<file path="src/qrs_pkg.sv">
// ----------------------------------------------------------------------------
// Quadratic root solver package
// Formats, derived widths, result kind codes and the data carried by the cells.
// ----------------------------------------------------------------------------
package qrs_pkg;

	localparam int IN_W     = 16;
	localparam int OUT_W    = 32;
	localparam int IN_FRAC  = IN_W / 2;
	localparam int OUT_FRAC = OUT_W / 2;
	localparam int GUARD    = (OUT_FRAC > IN_FRAC) ? (OUT_FRAC - IN_FRAC) : 0;
	localparam int POST     = OUT_FRAC - GUARD;
	localparam int PROD_W   = 2 * IN_W;
	localparam int DM_W     = 2 * IN_W + 2;
	localparam int RAD_W    = DM_W + 2 * GUARD;
	localparam int SQ_W     = RAD_W / 2;
	localparam int BM_W     = IN_W + GUARD;
	localparam int NUM_W    = ((BM_W > SQ_W) ? BM_W : SQ_W) + 1;
	localparam int NUMS_W   = NUM_W + POST;
	localparam int DEN_W    = IN_W + 1;
	localparam int EW       = ((NUMS_W > OUT_W) ? NUMS_W : OUT_W) + 1;

	typedef enum logic [1:0] {
		KIND_TWO   = 2'd0,
		KIND_ONE   = 2'd1,
		KIND_CPLX  = 2'd2,
		KIND_DEGEN = 2'd3
	} kind_t;

	typedef struct packed {
		kind_t             kind;
		logic              na;
		logic              nq;
		logic [BM_W-1:0]   bm;
		logic [DEN_W-1:0]  den;
		logic [RAD_W-1:0]  rad;
		logic [SQ_W:0]     rem;
		logic [SQ_W-1:0]   root;
	} sq_data_t;

	typedef struct packed {
		logic              neg;
		logic [NUMS_W-1:0] num;
		logic [DEN_W-1:0]  rem;
		logic [NUMS_W-1:0] quo;
	} dv_lane_t;

	typedef struct packed {
		kind_t            kind;
		logic [DEN_W-1:0] den;
		dv_lane_t [1:0]   lane;
	} dv_data_t;

	typedef struct packed {
		kind_t            kind;
		logic [OUT_W-1:0] first;
		logic [OUT_W-1:0] second;
		logic             sat;
	} res_t;

	typedef struct packed {
		logic             neg;
		logic [NUM_W-1:0] mag;
	} sm_t;

	function automatic sm_t sm_add(logic n1, logic [NUM_W-1:0] m1,
			logic n2, logic [NUM_W-1:0] m2);
		sm_t r;
		if (n1 == n2) begin
			r.neg = n1;
			r.mag = m1 + m2;
		end else if (m1 >= m2) begin
			r.neg = n1;
			r.mag = m1 - m2;
		end else begin
			r.neg = n2;
			r.mag = m2 - m1;
		end
		return r;
	endfunction

endpackage

</file>
<file path="src/qrs_div_cell.sv">
// ----------------------------------------------------------------------------
// Divider cell
// Produces one quotient bit per enabled cycle for both roots and passes them on.
// ----------------------------------------------------------------------------
module qrs_div_cell import qrs_pkg::*; (
	input  logic     clk,
	input  logic     arst_n,
	input  logic     en,
	input  logic     in_v,
	input  dv_data_t in_d,
	output logic     out_v,
	output dv_data_t out_d
);

	logic [DEN_W:0] cand [2];
	logic [DEN_W:0] diff [2];
	logic           ge   [2];
	dv_data_t       nxt;
	logic           v_q;
	dv_data_t       d_q;

	always_comb begin
		nxt = in_d;
		for (int l = 0; l < 2; l++) begin
			cand[l] = {in_d.lane[l].rem, in_d.lane[l].num[NUMS_W-1]};
			ge[l]   = cand[l] >= {1'b0, in_d.den};
			diff[l] = cand[l] - {1'b0, in_d.den};
			nxt.lane[l].num = in_d.lane[l].num << 1;
			nxt.lane[l].rem = ge[l] ? diff[l][DEN_W-1:0] : cand[l][DEN_W-1:0];
			nxt.lane[l].quo = {in_d.lane[l].quo[NUMS_W-2:0], ge[l]};
		end
	end

	always_ff @(posedge clk or negedge arst_n) begin
		if (!arst_n) begin
			v_q <= 1'b0;
		end else if (en) begin
			v_q <= in_v;
		end
	end

	always_ff @(posedge clk) begin
		if (en) begin
			d_q <= nxt;
		end
	end

	assign out_v = v_q;
	assign out_d = d_q;

endmodule

</file>
<file path="config.mk">
export PLATFORM = sky130hd
export DESIGN_NAME = qrs_div_cell
export DESIGN_NICKNAME = d
export VERILOG_FILES = /design/src/qrs_pkg.sv /design/src/qrs_div_cell.sv
export SDC_FILE = /design/constraint.sdc
export NUM_CORES = 1
export LEC_CHECK = 0
export ABC_AREA = 1
export BUFFER_PORTS_ARGS = -buffer_cell sky130_fd_sc_hd__clkbuf_2
export CELL_PAD_IN_SITES_DETAIL_PLACEMENT = 1
export CELL_PAD_IN_SITES_GLOBAL_PLACEMENT = 2
export CORE_ASPECT_RATIO = 0.75
export CORE_MARGIN = 2
export CORE_UTILIZATION = 30
export DETAILED_ROUTE_END_ITERATION = 8
export PLACE_DENSITY = 0.87
export SLEW_MARGIN = 0
export SYNTH_ARGS = -nofsm -noshare
export SYNTH_HDL_FRONTEND = slang
export SYNTH_SLANG_ARGS = --single-unit
</file>
<file path="constraint.sdc">
create_clock -name clk -period 1.2 [get_ports clk]
set_input_delay 0.12 -clock clk [delete_from_list [all_inputs] [get_ports clk]]
set_output_delay 0.12 -clock clk [all_outputs]
set_load 0.01 [all_outputs]
</file>
==> results.sh <==
export IMPL_yosys_warnings=0
export IMPL_pin_count=387
export IMPL_worst_endpoint_required_ps=1410
export IMPL_ctsHtreeMaxLevel=4
export IMPL_swShare_pct=30.11
export IMPL_netlist_top_cell_by_area="edfxtp_1"
export IMPL_synthToLayoutAreaGrowth_pct=78.43
export IMPL_drt_total_wl_microns=41270
export IMPL_dr_pass1_iters=5
export IMPL_setup_ws_ps=-351.0
export IMPL_nets=1692
export IMPL_rows=53
export IMPL_placeableCoreArea_sq_um=28120
export IMPL_p_sw_mw=5.847
export IMPL_p_comb_share_pct=24.3
export IMPL_synthesis_area_sq_um=8601
export IMPL_worst_ep_arrival_time_ps=1760
export IMPL_cts_tree="yes"
export IMPL_seq_area_frac_synth_pct=66.28
export IMPL_setup_viol=36
export IMPL_cellLeakagePower_nw=7.267
export IMPL_power_frac_clock_pct=33.2
export IMPL_synthCells=768
export IMPL_dp_cells=1641
export IMPL_synth_top_area_share_pct=65.99
export IMPL_synthDistinctLibCells=36
export IMPL_maxSlewViolCount=0
export IMPL_p_seq_share_pct=42.5
export IMPL_hold_depth=2
export IMPL_rsz0062_at_grt="yes"
export IMPL_die_w_microns=199.5
export IMPL_clock_path_buffers=2
export IMPL_min_period_ps=1551
export IMPL_power_density_nw_per_um2=1266
export IMPL_synth_ff_type="edfxtp_1"
export IMPL_cp_end_kind="flop"
export IMPL_path_class="input port to flop"
export IMPL_path_cells="buf_12 > inv_12 > ha_4 > inv_4 > fa_2 > nand2_2 > nand2_2 > nand3_2 > nand2_2 > nand2_4 > nand2_4 > nand2_8 > buf_12 > nand2_8 > nand2_2 > nand2_1"
export IMPL_yosys_top_cells_count="nand2_1 (250), edfxtp_1 (189), inv_1 (113), nand3_1 (59), ha_1 (34)"
export IMPL_fin_skew_ps=0
export IMPL_grt_max_degree=33
export IMPL_hold_class="input port to flop"
export IMPL_ys_async_sr_fraction_pct=0.5263
export IMPL_vias_per_cell=4.603
export IMPL_drc=0
export IMPL_max_freq_ghz=0.6447
export IMPL_multiInputGateArea_sq_um=3237
export IMPL_synth_seq_cells=190
export IMPL_cp_slowest_cell="fa_2"
export IMPL_regArea_sq_um=5700
export IMPL_final_hold_viol_count=0
export IMPL_outcome="finished, violations left"
export IMPL_syn_avg_cell_area_sq_um=11.20
export IMPL_maxCapViolCount=0
export IMPL_dp_hpwl_microns=26630
export IMPL_grt_overflow_total=0
export IMPL_cts_root_buf="clkbuf_16"
export IMPL_internal_power_mw=13.57
export IMPL_antenna_found_initial=4
export IMPL_final_cells=1861
export IMPL_synth_edf_count=189
export IMPL_initial_utilization_pct=30.59
export IMPL_ant_nets=0
export IMPL_worstSkewPairLatency_ps=440
export IMPL_clk_pin_slew_ps=80
export IMPL_finalPower_mw=19.42
export IMPL_die_h_microns=150.6
export IMPL_portBuffers=382
export IMPL_worstRegToRegCells=1
export IMPL_drive_gt1_share_pct=48.78
export IMPL_wl_per_cell_microns=22.17
export IMPL_violations="negative setup slack"
export IMPL_grt_usage_pct=26.27
export IMPL_crit_path_start_kind="input port"
export IMPL_die_area_sq_um=30050
export IMPL_ir_worst_vdd_mv=1.005
export IMPL_cp_common_cell="nand2_2"
export IMPL_grt_pass1_vias=8971
export IMPL_first_iter_violations=436
export IMPL_whs_ps=19.81
export IMPL_max_stage_delay_ps=370
export IMPL_fillers=3135
export IMPL_cts_sinks=190
export IMPL_worstPathMaxFanout=5
export IMPL_num_vias=8567
export IMPL_numCtsBuffers=17
export IMPL_synth_most_common_cell="nand2_1"
export IMPL_grt_pass1_wl_microns=56810
export IMPL_fin_crit_sh_pct=129.3
export IMPL_synth_area_leaders="edfxtp_1 (66%), nand2_1 (11%), ha_1 (4.9%)"
export IMPL_place_congestion=0.8599
[metrics by stage]
stage | setup slack [ps] | utilization [%] | cell area [sq um] | setup TNS, ps
detailed placement | -844.7 | 43.16 | 12130 | -27320
finish | -351.0 | 54.58 | 15350 | -9638
global route | -416.5 | 54.57 | 15340 | -11440
global placement | -776.5 | 43.16 | 12130 | -25640
CTS | -250.3 | 52.74 | 14830 | -7416
floorplan | -473.9 | - | 8882 | -15170
[power by group through the flow]
stage / clock (mW) / combinational, mW / sequential (mW)
2_1_floorplan: 0 / 1.29 / 8.66
3_3_place_gp: 0 / 3.53 / 8.33
3_5_place_dp: 0 / 3.63 / 8.35
4_1_cts: 6.52 / 4.31 / 8.21
5_1_grt: 6.84 / 5.05 / 8.31
6_report: 6.45 / 4.71 / 8.26
[logic make-up after synthesis]
family	Yosys count	share of synthesized area (%)
AO/OA/AOI/OAI	21	1.338
buffers and inverters	127	6.052
flip-flops	190	66.28
adder cells (fa/ha/maj)	36	5.412
other	1	0.04360
XOR/XNOR	14	1.426
multiplexers	1	0.1309
AND/OR/NAND/NOR	378	19.32
[worst paths after layout]
kind                       startpoint         end  slack [ps]
max                          in_d[84]   out_d[49]        -350
min                         in_d[172]  out_d[172]          20
max reg2reg                     out_v       out_v         430
min reg2reg                     out_v       out_v         550
max in group asynchronous      arst_n       out_v         540
min in group asynchronous      arst_n       out_v         560
[cell type report]
type                            count  share of cell area, %
Inverter                          119                  3.131
Sequential cell                   190                  37.15
Multi-Input combinational cell    458                  21.09
Timing Repair Buffer              675                  31.19
Antenna cell                        2                0.03261
Clock inverter                     14                  1.468
Tap cell                          385                  3.139
Clock buffer                       18                  2.797
[cells in the final DEF (no fill, tap or decap), drive strengths merged]
master	n
clkbuf	397
nor4	1
o21a	1
ha	34
and2	1
xnor2	2
clkinv	5
nand3b	1
or2	2
inv	122
clkinvlp	3
nand2	278
dfrtp	1
a21oi	19
bufinv	3
dlygate4sd3	157
fa	2
edfxtp	189
xor2	12
diode	2
mux2	1
and3	2
conb	2
buf	139
nor3	5
nand3	61
o21ai	1
nor2	28
nand4	5
[timing repair]
| item | in CTS | in global routing |
|---|---|---|
| hold buffers | 156 | 1 |
| endpoints found under the setup margin | 36 | 39 |
| hold endpoints to repair | 160 | 1 |
| resized for setup | 69 | 92 |
| pin swaps | 15 | 44 |
| cloned | 5 | 4 |
| setup buffers | 12 | 8 |
[routing by layer]
metal | track usage [%] | share of wire, % | vias up | wire length, microns
li1 | - | - | 3936 | -
met1 | 31.15 | 40 | 4223 | 16490
met2 | 45.07 | 50 | 319 | 20590
met3 | 7.191 | 6.4 | 85 | 2633
met4 | 10.89 | 3.7 | 4 | 1523
met5 | 0 | 0.056 | - | 23
[worst max-delay path, delay by kind of cell]
| kind | cells | cell delay (ps) |
|---|---|---|
| fa+ha+maj | 2 | 490 |
| simple gates | 10 | 810 |
| buf+inv | 4 | 350 |
[registers in the layout, summed over array words and instances, names as in the netlist]
signal	count
out_d	189
out_v	1
Note: power is estimated with default switching activity, not from simulation.
