<file path="config.mk">
export PLATFORM = sky130hd
export DESIGN_NAME = qrs_sqrt_cell
export DESIGN_NICKNAME = d
export VERILOG_FILES = /design/src/qrs_pkg.sv /design/src/qrs_sqrt_cell.sv
export SDC_FILE = /design/constraint.sdc
export NUM_CORES = 1
export LEC_CHECK = 0
export ABC_AREA = 1
export BUFFER_PORTS_ARGS = -buffer_cell sky130_fd_sc_hd__buf_2
export CORE_AREA = 2 2 155 119
export DETAILED_ROUTE_END_ITERATION = 6
export DIE_AREA = 0 0 157 121
export PLACE_DENSITY = 0.65
export SETUP_SLACK_MARGIN = 0.1
export SYNTH_ARGS = -nofsm -noshare
export SYNTH_HDL_FRONTEND = slang
export SYNTH_SLANG_ARGS = --single-unit
</file>
<file path="constraint.sdc">
create_clock -name clk -period 0.85 [get_ports clk]
set_input_delay 0.2125 -clock clk [delete_from_list [all_inputs] [get_ports clk]]
set_output_delay 0.2125 -clock clk [all_outputs]
set_load 0.01 [all_outputs]
</file>
<file path="src/qrs_pkg.sv">
// ----------------------------------------------------------------------------
// Quadratic root solver package
// Formats, derived widths, result kind codes and the data carried by the cells.
// ----------------------------------------------------------------------------
package qrs_pkg;

	localparam int IN_W     = 16;
	localparam int OUT_W    = 32;
	localparam int IN_FRAC  = IN_W / 2;
	localparam int OUT_FRAC = OUT_W / 2;
	localparam int GUARD    = (OUT_FRAC > IN_FRAC) ? (OUT_FRAC - IN_FRAC) : 0;
	localparam int POST     = OUT_FRAC - GUARD;
	localparam int PROD_W   = 2 * IN_W;
	localparam int DM_W     = 2 * IN_W + 2;
	localparam int RAD_W    = DM_W + 2 * GUARD;
	localparam int SQ_W     = RAD_W / 2;
	localparam int BM_W     = IN_W + GUARD;
	localparam int NUM_W    = ((BM_W > SQ_W) ? BM_W : SQ_W) + 1;
	localparam int NUMS_W   = NUM_W + POST;
	localparam int DEN_W    = IN_W + 1;
	localparam int EW       = ((NUMS_W > OUT_W) ? NUMS_W : OUT_W) + 1;

	typedef enum logic [1:0] {
		KIND_TWO   = 2'd0,
		KIND_ONE   = 2'd1,
		KIND_CPLX  = 2'd2,
		KIND_DEGEN = 2'd3
	} kind_t;

	typedef struct packed {
		kind_t             kind;
		logic              na;
		logic              nq;
		logic [BM_W-1:0]   bm;
		logic [DEN_W-1:0]  den;
		logic [RAD_W-1:0]  rad;
		logic [SQ_W:0]     rem;
		logic [SQ_W-1:0]   root;
	} sq_data_t;

	typedef struct packed {
		logic              neg;
		logic [NUMS_W-1:0] num;
		logic [DEN_W-1:0]  rem;
		logic [NUMS_W-1:0] quo;
	} dv_lane_t;

	typedef struct packed {
		kind_t            kind;
		logic [DEN_W-1:0] den;
		dv_lane_t [1:0]   lane;
	} dv_data_t;

	typedef struct packed {
		kind_t            kind;
		logic [OUT_W-1:0] first;
		logic [OUT_W-1:0] second;
		logic             sat;
	} res_t;

	typedef struct packed {
		logic             neg;
		logic [NUM_W-1:0] mag;
	} sm_t;

	function automatic sm_t sm_add(logic n1, logic [NUM_W-1:0] m1,
			logic n2, logic [NUM_W-1:0] m2);
		sm_t r;
		if (n1 == n2) begin
			r.neg = n1;
			r.mag = m1 + m2;
		end else if (m1 >= m2) begin
			r.neg = n1;
			r.mag = m1 - m2;
		end else begin
			r.neg = n2;
			r.mag = m2 - m1;
		end
		return r;
	endfunction

endpackage

</file>
<file path="src/qrs_sqrt_cell.sv">
// ----------------------------------------------------------------------------
// Square root cell
// Produces one root bit per enabled cycle and hands the partial result to the next cell.
// ----------------------------------------------------------------------------
module qrs_sqrt_cell import qrs_pkg::*; (
	input  logic     clk,
	input  logic     arst_n,
	input  logic     en,
	input  logic     in_v,
	input  sq_data_t in_d,
	output logic     out_v,
	output sq_data_t out_d
);

	logic [SQ_W+2:0] cand;
	logic [SQ_W+2:0] trial;
	logic [SQ_W+2:0] diff;
	logic            ge;
	sq_data_t        nxt;
	logic            v_q;
	sq_data_t        d_q;

	always_comb begin
		cand  = {in_d.rem, in_d.rad[RAD_W-1 -: 2]};
		trial = {1'b0, in_d.root, 2'b01};
		ge    = cand >= trial;
		diff  = cand - trial;
		nxt      = in_d;
		nxt.rad  = in_d.rad << 2;
		nxt.rem  = ge ? diff[SQ_W:0] : cand[SQ_W:0];
		nxt.root = {in_d.root[SQ_W-2:0], ge};
	end

	always_ff @(posedge clk or negedge arst_n) begin
		if (!arst_n) begin
			v_q <= 1'b0;
		end else if (en) begin
			v_q <= in_v;
		end
	end

	always_ff @(posedge clk) begin
		if (en) begin
			d_q <= nxt;
		end
	end

	assign out_v = v_q;
	assign out_d = d_q;

endmodule

</file>
==> results of run 1 <==
-- how the worst max path moves through the flow --
stage / startpoint / endpoint / slack (ns) / depth (start not counted)
floorplan: in_d[10] / out_d[34] / -0.89 / 11
global placement: in_d[18] / out_d[28] / -1.16 / 11
detailed placement: in_d[14] / out_d[27] / -1.10 / 13
CTS: in_d[38] / out_d[37] / -0.58 / 10
global route: in_d[11] / out_d[46] / -0.69 / 13
finish: in_d[13] / out_d[37] / -0.60 / 11
-- report_power, final --
part           switching (mW)  internal [mW]
Combinational            2.58           2.44
Sequential              0.195           8.63
Clock                    3.62           4.02
-- cells in the final DEF, fill, tap and decap left out, drive strengths merged --
| cell type | n |
|---|---|
| nand3b | 7 |
| o21bai | 2 |
| nor4 | 1 |
| xnor2 | 1 |
| a21oi | 12 |
| diode | 2 |
| clkinv | 8 |
| o21ai | 12 |
| nor2 | 33 |
| buf | 396 |
| nor3 | 2 |
| xor2 | 11 |
| ha | 27 |
| inv | 134 |
| clkbuf | 17 |
| mux2 | 1 |
| nand3 | 33 |
| nand4 | 21 |
| and2 | 1 |
| dfrtp | 1 |
| edfxtp | 144 |
| nand2 | 212 |
| conb | 2 |
| dlygate4sd3 | 117 |
-- critical path, cell delays in order --
cell and delay (ns):
buf_8 0.08, inv_4 0.03, ha_4 0.27, nand2_4 0.07
nor2_4 0.17, nand2_2 0.09, nor3_4 0.17, nand3_4 0.13
nand3_4 0.15, buf_12 0.18, o21ai_2 0.06
-- layer usage --
metal | share of wire [%] | track usage (%) | up-vias
met2 | 50 | 43.70 | 271
met4 | 2.5 | 9.346 | 0
li1 | - | - | 3208
met5 | 0 | 0 | -
met3 | 6.9 | 6.821 | 39
met1 | 40 | 29.67 | 3047
-- cell families (layout without fill, tap and decap cells) --
group | Yosys count | after routing
other cells | 1 | 4
fa+ha+maj | 27 | 27
mux | 1 | 1
compound gates | 26 | 26
xor+xnor | 12 | 12
flops | 145 | 145
simple gates | 310 | 310
buf+inv | 137 | 672
-- per-stage QoR --
stage / setup slack [ns] / total power, mW / TNS, ns / utilization (%) / instance area [um2]
global placement: -1.157 / 12.99 / -44.39 / 56.40 / 9811
CTS: -0.5788 / 21.31 / -59.26 / 68.07 / 11840
finish: -0.6046 / 21.49 / -58.64 / 69.51 / 12090
floorplan: -0.8931 / 10.96 / -23.43 / - / 7283
detailed placement: -1.100 / 13.07 / -43.74 / 56.40 / 9811
global route: -0.6911 / 22.39 / -66.92 / 69.51 / 12090
-- state kept, by name (all words and copies together), names as in the netlist --
signal / flops
out_d: 144
out_v: 1
-- layout make-up --
class                      count  area (um2)  area share [%]
clock buffer                  17       425.4           3.519
multi-input combinational    378        2621           21.68
inverter                     127       484.2           4.005
timing repair buffer         513        3719           30.76
clock inverter                15       183.9           1.521
tap                          242       302.8           2.504
antenna                        2       5.005         0.04140
sequential                   145        4349           35.97
-- what timing repair did --
| item | 4_1_cts | 5_1_grt |
|---|---|---|
| gates cloned | 1 | 0 |
| hold endpoints to repair | 117 | 0 |
| hold buffers | 117 | 0 |
| resized for setup | 63 | 63 |
| setup endpoints to repair | 173 | 173 |
| buffers inserted | 4 | 3 |
| pin swaps | 15 | 1 |
==> reports/metrics.cfg, run 1 <==
[run_status]
status = finished, violations left
violations = setup timing

[worst_setup_path]
reg2reg_to = out_v
reg2regPathDepth = 1
crit_arrival_ns = 1.62
reg2reg_slack_ns = 0.08
critPathLaunchType = input port
cp_max_fo = 13
crit_path_end_kind = flip-flop
worstReg2RegStart = out_v
crit_required_ns = 1.02
crit_type = input port to flip-flop

[logic_synthesis]
syn_inst = 659
synth_top_cell_area_share_pct = 62.56
syn-cell-area_um2 = 6912
synth_warnings = 0
synth_compound_area_share_pct = 2.118
ys_seq_area_share_pct = 62.93
yosys-top-cells-area = edfxtp_1 (63%), nand2_1 (11%), inv_1 (6.5%)
yosysUniqueCellTypes = 32
async_reset_ff_share_pct = 0.6897
synthFlopType = edfxtp_1
synthAdderAreaFrac_pct = 4.888
synth_common_cells = nand2_1 (208), edfxtp_1 (144), inv_1 (119), nor2_1 (30), ha_1 (27)
synth_seq_cells = 145
synth_xor_area_share_pct = 1.521
synth_edf_count = 144
synth.most_common_cell = nand2_1
syn_area_per_cell_um2 = 10.49
synth_mux_area_share_pct = 0.1629
synth_top_family_by_area = simple AND/OR/NAND/NOR gates
synth-simple-area-share_pct = 20.31
netlist.top_cell.by_area = edfxtp_1

[timing]
fmax_mhz = 687.5
fin_hold_ws_ns = 0.03193
rsz0062_at_grt = yes
setup_slack_ns = -0.6046
post-route-period-util_pct = 171.1
min_period_ns = 1.455
hold_viol = 0
fin_skew_ns = 0
finalMaxSlewViolations = 0
setup_viol = 172

[cts]
clk_latency_ns = 0.42
cts_tree = built
clock-sinks = 145
h-tree-depth = 4
cts_buffers = 17
cts_max_path_buffers = 2
path_clk_slew_ns = 0.07
cts_root_buf = clkbuf_16

[drt]
first_pass_iters = 5
wl_per_cell_um = 16.87
avgViaCountPerCell = 4.562
wl_um = 24280
route.detailed.drc = 0
drt.antenna.violating_nets = 0
vias = 6565
drt_iter0_markers = 391

[finish]
nets = 1359
fillCellCount = 1284
instances_no_fill = 1439
area_growth_pct = 74.93
drive_above_1_share_pct = 47.62

[global_routing]
grt_start_max_net_pins = 26
grt_overflow = 0
first_global_vias = 6657
grt_usage_pct = 25.08
grt_pass1_wl_um = 35850
antenna_found_initial = 2

[placed_design]
port_buffers = 294
place.gp.congestion = 0.9014
place_inst = 1280
hpwl_um = 16490

[die]
dieWidth_um = 157
fp.dieArea_um2 = 19000
dieHeight_um = 121
core_um2 = 17390
initial_core_util_pct = 39.74
ios = 297
rows = 42

[power]
p_per_area_nw_per_um2 = 1777
ir_drop_uv = 1130
power_leakage_nw = 5.772

[min_path]
hold_end = out_v
min-delay-start = in_v
min_path_type = input port to flip-flop
whs_path_depth = 2

[job]
max-cap-violations = 0

Note: power is estimated with default switching activity, not from simulation.
==> inputs of run 2 (changes only) <==
==> constraint.sdc (replaced) <==
create_clock -name clk -period 1.8 [get_ports clk]
set_input_delay 0.45 -clock clk [delete_from_list [all_inputs] [get_ports clk]]
set_output_delay 0.45 -clock clk [all_outputs]
set_load 0.01 [all_outputs]
==> reports/metrics.cfg, run 2 (synthesized netlist as in run 1, its figures left out) <==
[global_routing]
antenna_found_initial = 2  ; unchanged
grt_usage_pct = 20.82  ; was 25.08%
grt_overflow = 0  ; unchanged
grt_pass1_wl_um = 29820  ; was 35850 um
first_global_vias = 5550  ; was 6657
grt_start_max_net_pins = 73  ; was 26

[die]
rows = 42  ; unchanged
ios = 297  ; unchanged
initial_core_util_pct = 39.74  ; unchanged
dieWidth_um = 157  ; unchanged
fp.dieArea_um2 = 19000  ; unchanged
dieHeight_um = 121  ; unchanged
core_um2 = 17390  ; unchanged

[finish]
n_antenna_cell = 0  ; was 2
layout_commonest_cell = buf_2  ; unchanged
fin_util_pct = 61.80  ; was 69.51%
final_cell_mix = buf_2 (285), nand2_1 (169), edfxtp_1 (144), inv_1 (92), buf_4 (81)  ; was buf_2 (270), nand2_1 (175), edfxtp_1 (144), dlygate4sd3_1 (117), inv_1 (99)
nets = 1234  ; was 1359
largest_register_ffs = 144  ; unchanged
drive_above_1_share_pct = 53.36  ; was 47.62%
area_growth_pct = 55.52  ; was 74.93%

[timing]
fmax_mhz = 563.2
fin_skew_ns = 0  ; unchanged
min_period_ns = 1.776
finalMaxSlewViolations = 0  ; unchanged
rsz0062_at_grt = yes  ; unchanged
tns_ns = 0  ; was -58.64 ns
post-route-period-util_pct = 98.64
hold_viol = 0  ; unchanged
setup_viol = 0  ; was 172

[worst_setup_path]
crit_type = input port to flip-flop  ; unchanged
cp_max_fo = 6  ; was 13
crit_arrival_ns = 1.95  ; was 1.62 ns
crit_required_ns = 1.98  ; was 1.02 ns
crit_path_end_kind = flip-flop  ; unchanged
critPathLaunchType = input port  ; unchanged

[power]
switching_power_mw = 2.874  ; was 6.394 mW
ir_drop_uv = 641.8  ; was 1130 uV
switching_share_pct = 29.33  ; was 29.75%
combPwrFrac_pct = 21.6  ; was 23.4%
power_leakage_nw = 5.173  ; was 5.772 nW
p_per_area_nw_per_um2 = 911.6  ; was 1777 nW/um2
power_frac_seq_pct = 42.3  ; was 41.1%
intPower_mw = 6.925  ; was 15.10 mW
clock_power_share_pct = 36.1  ; was 35.5%

[min_path]
min_path_type = input port to flip-flop  ; unchanged

[run_status]
status = finished, final reports clean  ; was finished, violations left

[placed_design]
hpwl_um = 16040  ; was 16490 um
place.gp.congestion = 0.9073  ; was 0.9014
port_buffers = 294  ; unchanged

[drt]
route.detailed.drc = 0  ; unchanged
vias = 5940  ; was 6565
drt.antenna.violating_nets = 0  ; unchanged
drt_iter0_markers = 346  ; was 391
wl_per_cell_um = 15.91  ; was 16.87 um
avgViaCountPerCell = 4.527  ; was 4.562
first_pass_iters = 5  ; unchanged
wl_um = 20870  ; was 24280 um

[job]
max-cap-violations = 0  ; unchanged

[cts]
cts_tree = built  ; unchanged
path_clk_slew_ns = 0.07  ; about the same
cts_root_buf = clkbuf_16  ; unchanged
cts_buffers = 17  ; unchanged
clk_latency_ns = 0.42  ; about the same
cts_max_path_buffers = 2  ; unchanged
h-tree-depth = 4  ; unchanged
clock-sinks = 145  ; unchanged

-- run 2: timing repair --
item	4_1_cts	5_1_grt
setup buffers	0	5
gates cloned	0	4
endpoints found under the hold margin	1	0
setup endpoints to repair	9	27
gates resized for setup	1	107
hold buffers	1	0
pin swaps	0	41
-- run 2: critical path: stages --
cell	delay [ns]
buf_2	0.10
inv_2	0.04
ha_4	0.28
nand2_2	0.08
nor2_2	0.15
inv_2	0.06
nor2_1	0.12
nand2_2	0.07
nand3_2	0.11
nand2_4	0.07
nand3_4	0.18
clkbuf_16	0.20
o21ai_2	0.05
-- run 2: layout make-up --
class                   count  area, um2
multi-input cells         378       2635
clock buffers              17      425.4
fillers                  1478       6645
inverters                 127      484.2
clock inverters            15      182.7
flip-flops and latches    145       4349
well taps                 242      302.8
repair buffers            388       2370
-- run 2: power by group through the flow --
stage	combinational [mW]	clock, mW	sequential, mW
6_report	2.12	3.54	4.15
2_1_floorplan	0.768	0	4.41
3_5_place_dp	1.91	0	4.22
3_3_place_gp	1.88	0	4.21
4_1_cts	1.92	3.62	4.15
5_1_grt	2.31	3.75	4.17
-- run 2: final timing paths --
check | start | end | slack [ns] | cells past startpoint
max | in_d[2] | out_d[31] | 0.02 | 13
max in group asynchronous | arst_n | out_v | 1.39 | 2
min in group asynchronous | arst_n | out_v | 0.32 | 2
max reg2reg | out_v | out_v | 1.04 | 1
min | in_d[83] | out_d[85] | 0.19 | 1
min reg2reg | out_v | out_v | 0.54 | 1
-- run 2: per-stage QoR --
stage / setup slack (ns) / total power, mW / hold WS, ns / instance area (um2) / cells
floorplan: -0.1806 / 5.175 / 0.1544 / 7283 / 660
global placement: -0.3907 / 6.098 / 0.2243 / 9673 / 1270
detailed placement: -0.3807 / 6.134 / 0.2251 / 9673 / 1270
CTS: 0.07555 / 9.692 / 0.1835 / 10290 / 1303
global route: -0.04270 / 10.24 / 0.1800 / 10750 / 1312
finish: 0.02440 / 9.799 / 0.1941 / 10750 / 1312
-- run 2: routing by layer --
metal	global-route usage (%)	up-vias	wire [um]
met5	0	-	27
met4	5.390	4	345
met3	6.321	29	1612
met2	36.57	210	10380
met1	24.90	2752	8508
li1	-	2945	-
==> inputs of run 3 (changes only) <==
--- a/config.mk
+++ b/config.mk
@@ -7,9 +7,9 @@
 export LEC_CHECK = 0
 export ABC_AREA = 1
 export BUFFER_PORTS_ARGS = -buffer_cell sky130_fd_sc_hd__buf_2
-export CORE_AREA = 2 2 155 119
+export CORE_AREA = 2 2 96 191
 export DETAILED_ROUTE_END_ITERATION = 6
-export DIE_AREA = 0 0 157 121
+export DIE_AREA = 0 0 98 193
 export PLACE_DENSITY = 0.65
 export SETUP_SLACK_MARGIN = 0.1
 export SYNTH_ARGS = -nofsm -noshare
==> constraint.sdc (replaced) <==
create_clock -name clk -period 2.05 [get_ports clk]
set_input_delay 0.5125 -clock clk [delete_from_list [all_inputs] [get_ports clk]]
set_output_delay 0.5125 -clock clk [all_outputs]
set_load 0.01 [all_outputs]
==> reports/metrics.cfg, run 3 (synthesized netlist as in run 1, its figures left out) <==
[drt]
wl_per_cell_um = 14.27  ; was 15.91 um
drt.antenna.violating_nets = 0  ; unchanged
drt_iter0_markers = 231  ; was 346
avgViaCountPerCell = 4.544  ; was 4.527
first_pass_iters = 4  ; was 5
wl_um = 18040  ; was 20870 um
vias = 5743  ; was 5940
route.detailed.drc = 0  ; unchanged

[job]
max-cap-violations = 0  ; unchanged

[timing]
post-route-period-util_pct = 89.01
finalMaxSlewViolations = 0  ; unchanged
setup_viol = 0  ; unchanged
fin_skew_ns = 0  ; unchanged
fmax_mhz = 548.0
hold_viol = 0  ; unchanged
rsz0062_at_grt = no  ; was yes
min_period_ns = 1.825

[finish]
layout_commonest_cell = buf_2  ; unchanged
largest_register_ffs = 144  ; unchanged
drive_above_1_share_pct = 45.39  ; was 53.36%
nets = 1216  ; was 1234
area_growth_pct = 48.08  ; was 55.52%
fin_util_pct = 58.40  ; was 61.80%
final_cell_mix = buf_2 (293), nand2_1 (198), edfxtp_1 (144), inv_1 (110), buf_4 (68)  ; was buf_2 (285), nand2_1 (169), edfxtp_1 (144), inv_1 (92), buf_4 (81)
n_antenna_cell = 0  ; unchanged
instances_no_fill = 1264  ; was 1312

[run_status]
status = finished, final reports clean  ; unchanged

[global_routing]
grt_overflow = 0  ; unchanged
antenna_found_initial = 0  ; was 2
first_global_vias = 5632  ; was 5550
grt_use_met1_pct = 21.86  ; was 24.90%
met2_usage_pct = 33.98  ; was 36.57%
busiest_layer = met2  ; unchanged
grt_usage_pct = 18.75  ; was 20.82%
grt_pass1_wl_um = 27580  ; was 29820 um
grtUsageMet3_pct = 4.001  ; was 6.321%
grt_start_max_net_pins = 35  ; was 73

[cts]
cts_root_buf = clkbuf_16  ; unchanged
path_clk_slew_ns = 0.06  ; was 0.07 ns
clk_latency_ns = 0.42  ; about the same
cts_max_path_buffers = 2  ; unchanged
post_cts_buffers = 0  ; unchanged
cts_tree = built  ; unchanged
h-tree-depth = 4  ; unchanged
clock-sinks = 145  ; unchanged
cts_buffers = 17  ; unchanged

[placed_design]
hpwl_um = 14440  ; was 16040 um
place.gp.congestion = 0.8983  ; was 0.9073
port_buffers = 294  ; unchanged
place_inst = 1232  ; was 1270

[die]
ios = 297  ; unchanged
dieWidth_um = 98  ; was 157 um
fp.dieArea_um2 = 18910  ; was 19000 um2
dieHeight_um = 193  ; was 121 um
rows = 69  ; was 42
core_um2 = 17530  ; was 17390 um2
initial_core_util_pct = 39.44  ; was 39.74%

[worst_setup_path]
cp_cell_sequence = buf_2, inv_1, ha_4, nand2_4, nor2_4, nand2_1, nor3_4, nand3_2, buf_4, nand4_1, nand2_1  ; was buf_2, inv_2, ha_4, nand2_2, nor2_2, inv_2, nor2_1, nand2_2, nand3_2, nand2_4, nand3_4, clkbuf_16, o21ai_2
crit_arrival_ns = 2.00  ; was 1.95 ns
crit_path_end_kind = flip-flop  ; unchanged
crit_required_ns = 2.23  ; was 1.98 ns
crit_top_cell = nand2_1
cpMaxStageDelayCell = ha_4  ; unchanged
cp_max_fo = 15  ; was 6
slowest_delay_ns = 0.29  ; was 0.28 ns
crit_type = input port to flip-flop  ; unchanged
critPathLaunchType = input port  ; unchanged

[min_path]
min_path_type = input port to flip-flop  ; unchanged

[power]
p_per_area_nw_per_um2 = 829.6  ; was 911.6 nW/um2
ir_drop_uv = 506.6  ; was 641.8 uV
power_leakage_nw = 5.027  ; was 5.173 nW

run 3: changes by cell type in the layout (fill, tap and decap cells not counted), sizes merged:
cell / before / now
clkbuf: 20 / 17
bufinv: 0 / 4
inv: 132 / 126
clkinv: 9 / 10
buf: 384 / 369
run 3: worst paths after layout:
path / start / endpoint / slack [ns] / cells past startpoint
max in group asynchronous: arst_n / out_v / 1.56 / 2
max: in_d[9] / out_d[25] / 0.23 / 11
min reg2reg: out_v / out_v / 0.50 / 1
max reg2reg: out_v / out_v / 1.32 / 1
min: in_d[86] / out_d[88] / 0.26 / 1
min in group asynchronous: arst_n / out_v / 0.41 / 2
run 3: layout make-up:
cell class / instances / area [um2]
Clock buffer: 17 / 425.4
Clock inverter: 14 / 188.9
Fill cell: 1558 / 7291
Inverter: 127 / 479.2
Multi-Input combinational cell: 378 / 2387
Sequential cell: 145 / 4349
Tap cell: 213 / 266.5
Timing Repair Buffer: 370 / 2138
run 3: worst max-delay path, delay by kind of cell:
kind / cells / cell delay (ns)
buf+inv: 3 / 0.40
simple gates: 7 / 0.79
fa+ha+maj: 1 / 0.29
run 3: what timing repair did:
item | 4_1_cts | 5_1_grt
hold buffers | 1 | 0
gates resized for setup | 0 | 3
endpoints found under the setup margin | 0 | 11
endpoints found under the hold margin | 1 | 0
run 3: report_power, final:
part           internal (mW)  switching, mW
registers               3.58         0.0635
clock network           2.02           1.19
logic                  0.743          0.889
run 3: routing by layer:
metal / vias up / routed length (um) / share of wire, %
li1: 2918 / - / -
met1: 2596 / 7092 / 39
met2: 216 / 9520 / 53
met3: 13 / 1123 / 6.2
met4: 0 / 308 / 1.7
met5: - / 0 / 0
run 3: stage by stage:
stage               setup WS (ns)  cell area [um2]  power, mW  hold slack, ns  setup TNS, ns
finish                     0.2252            10230      8.491          0.2610              0
global route               0.1067            10230      8.877          0.2471              0
CTS                        0.2084            10220      8.585          0.2469              0
detailed placement        -0.2451             9594      5.352          0.2894         -5.796
global placement          -0.2521             9594      5.323          0.2880         -6.329
floorplan                0.006856             7283      4.544          0.2169              0
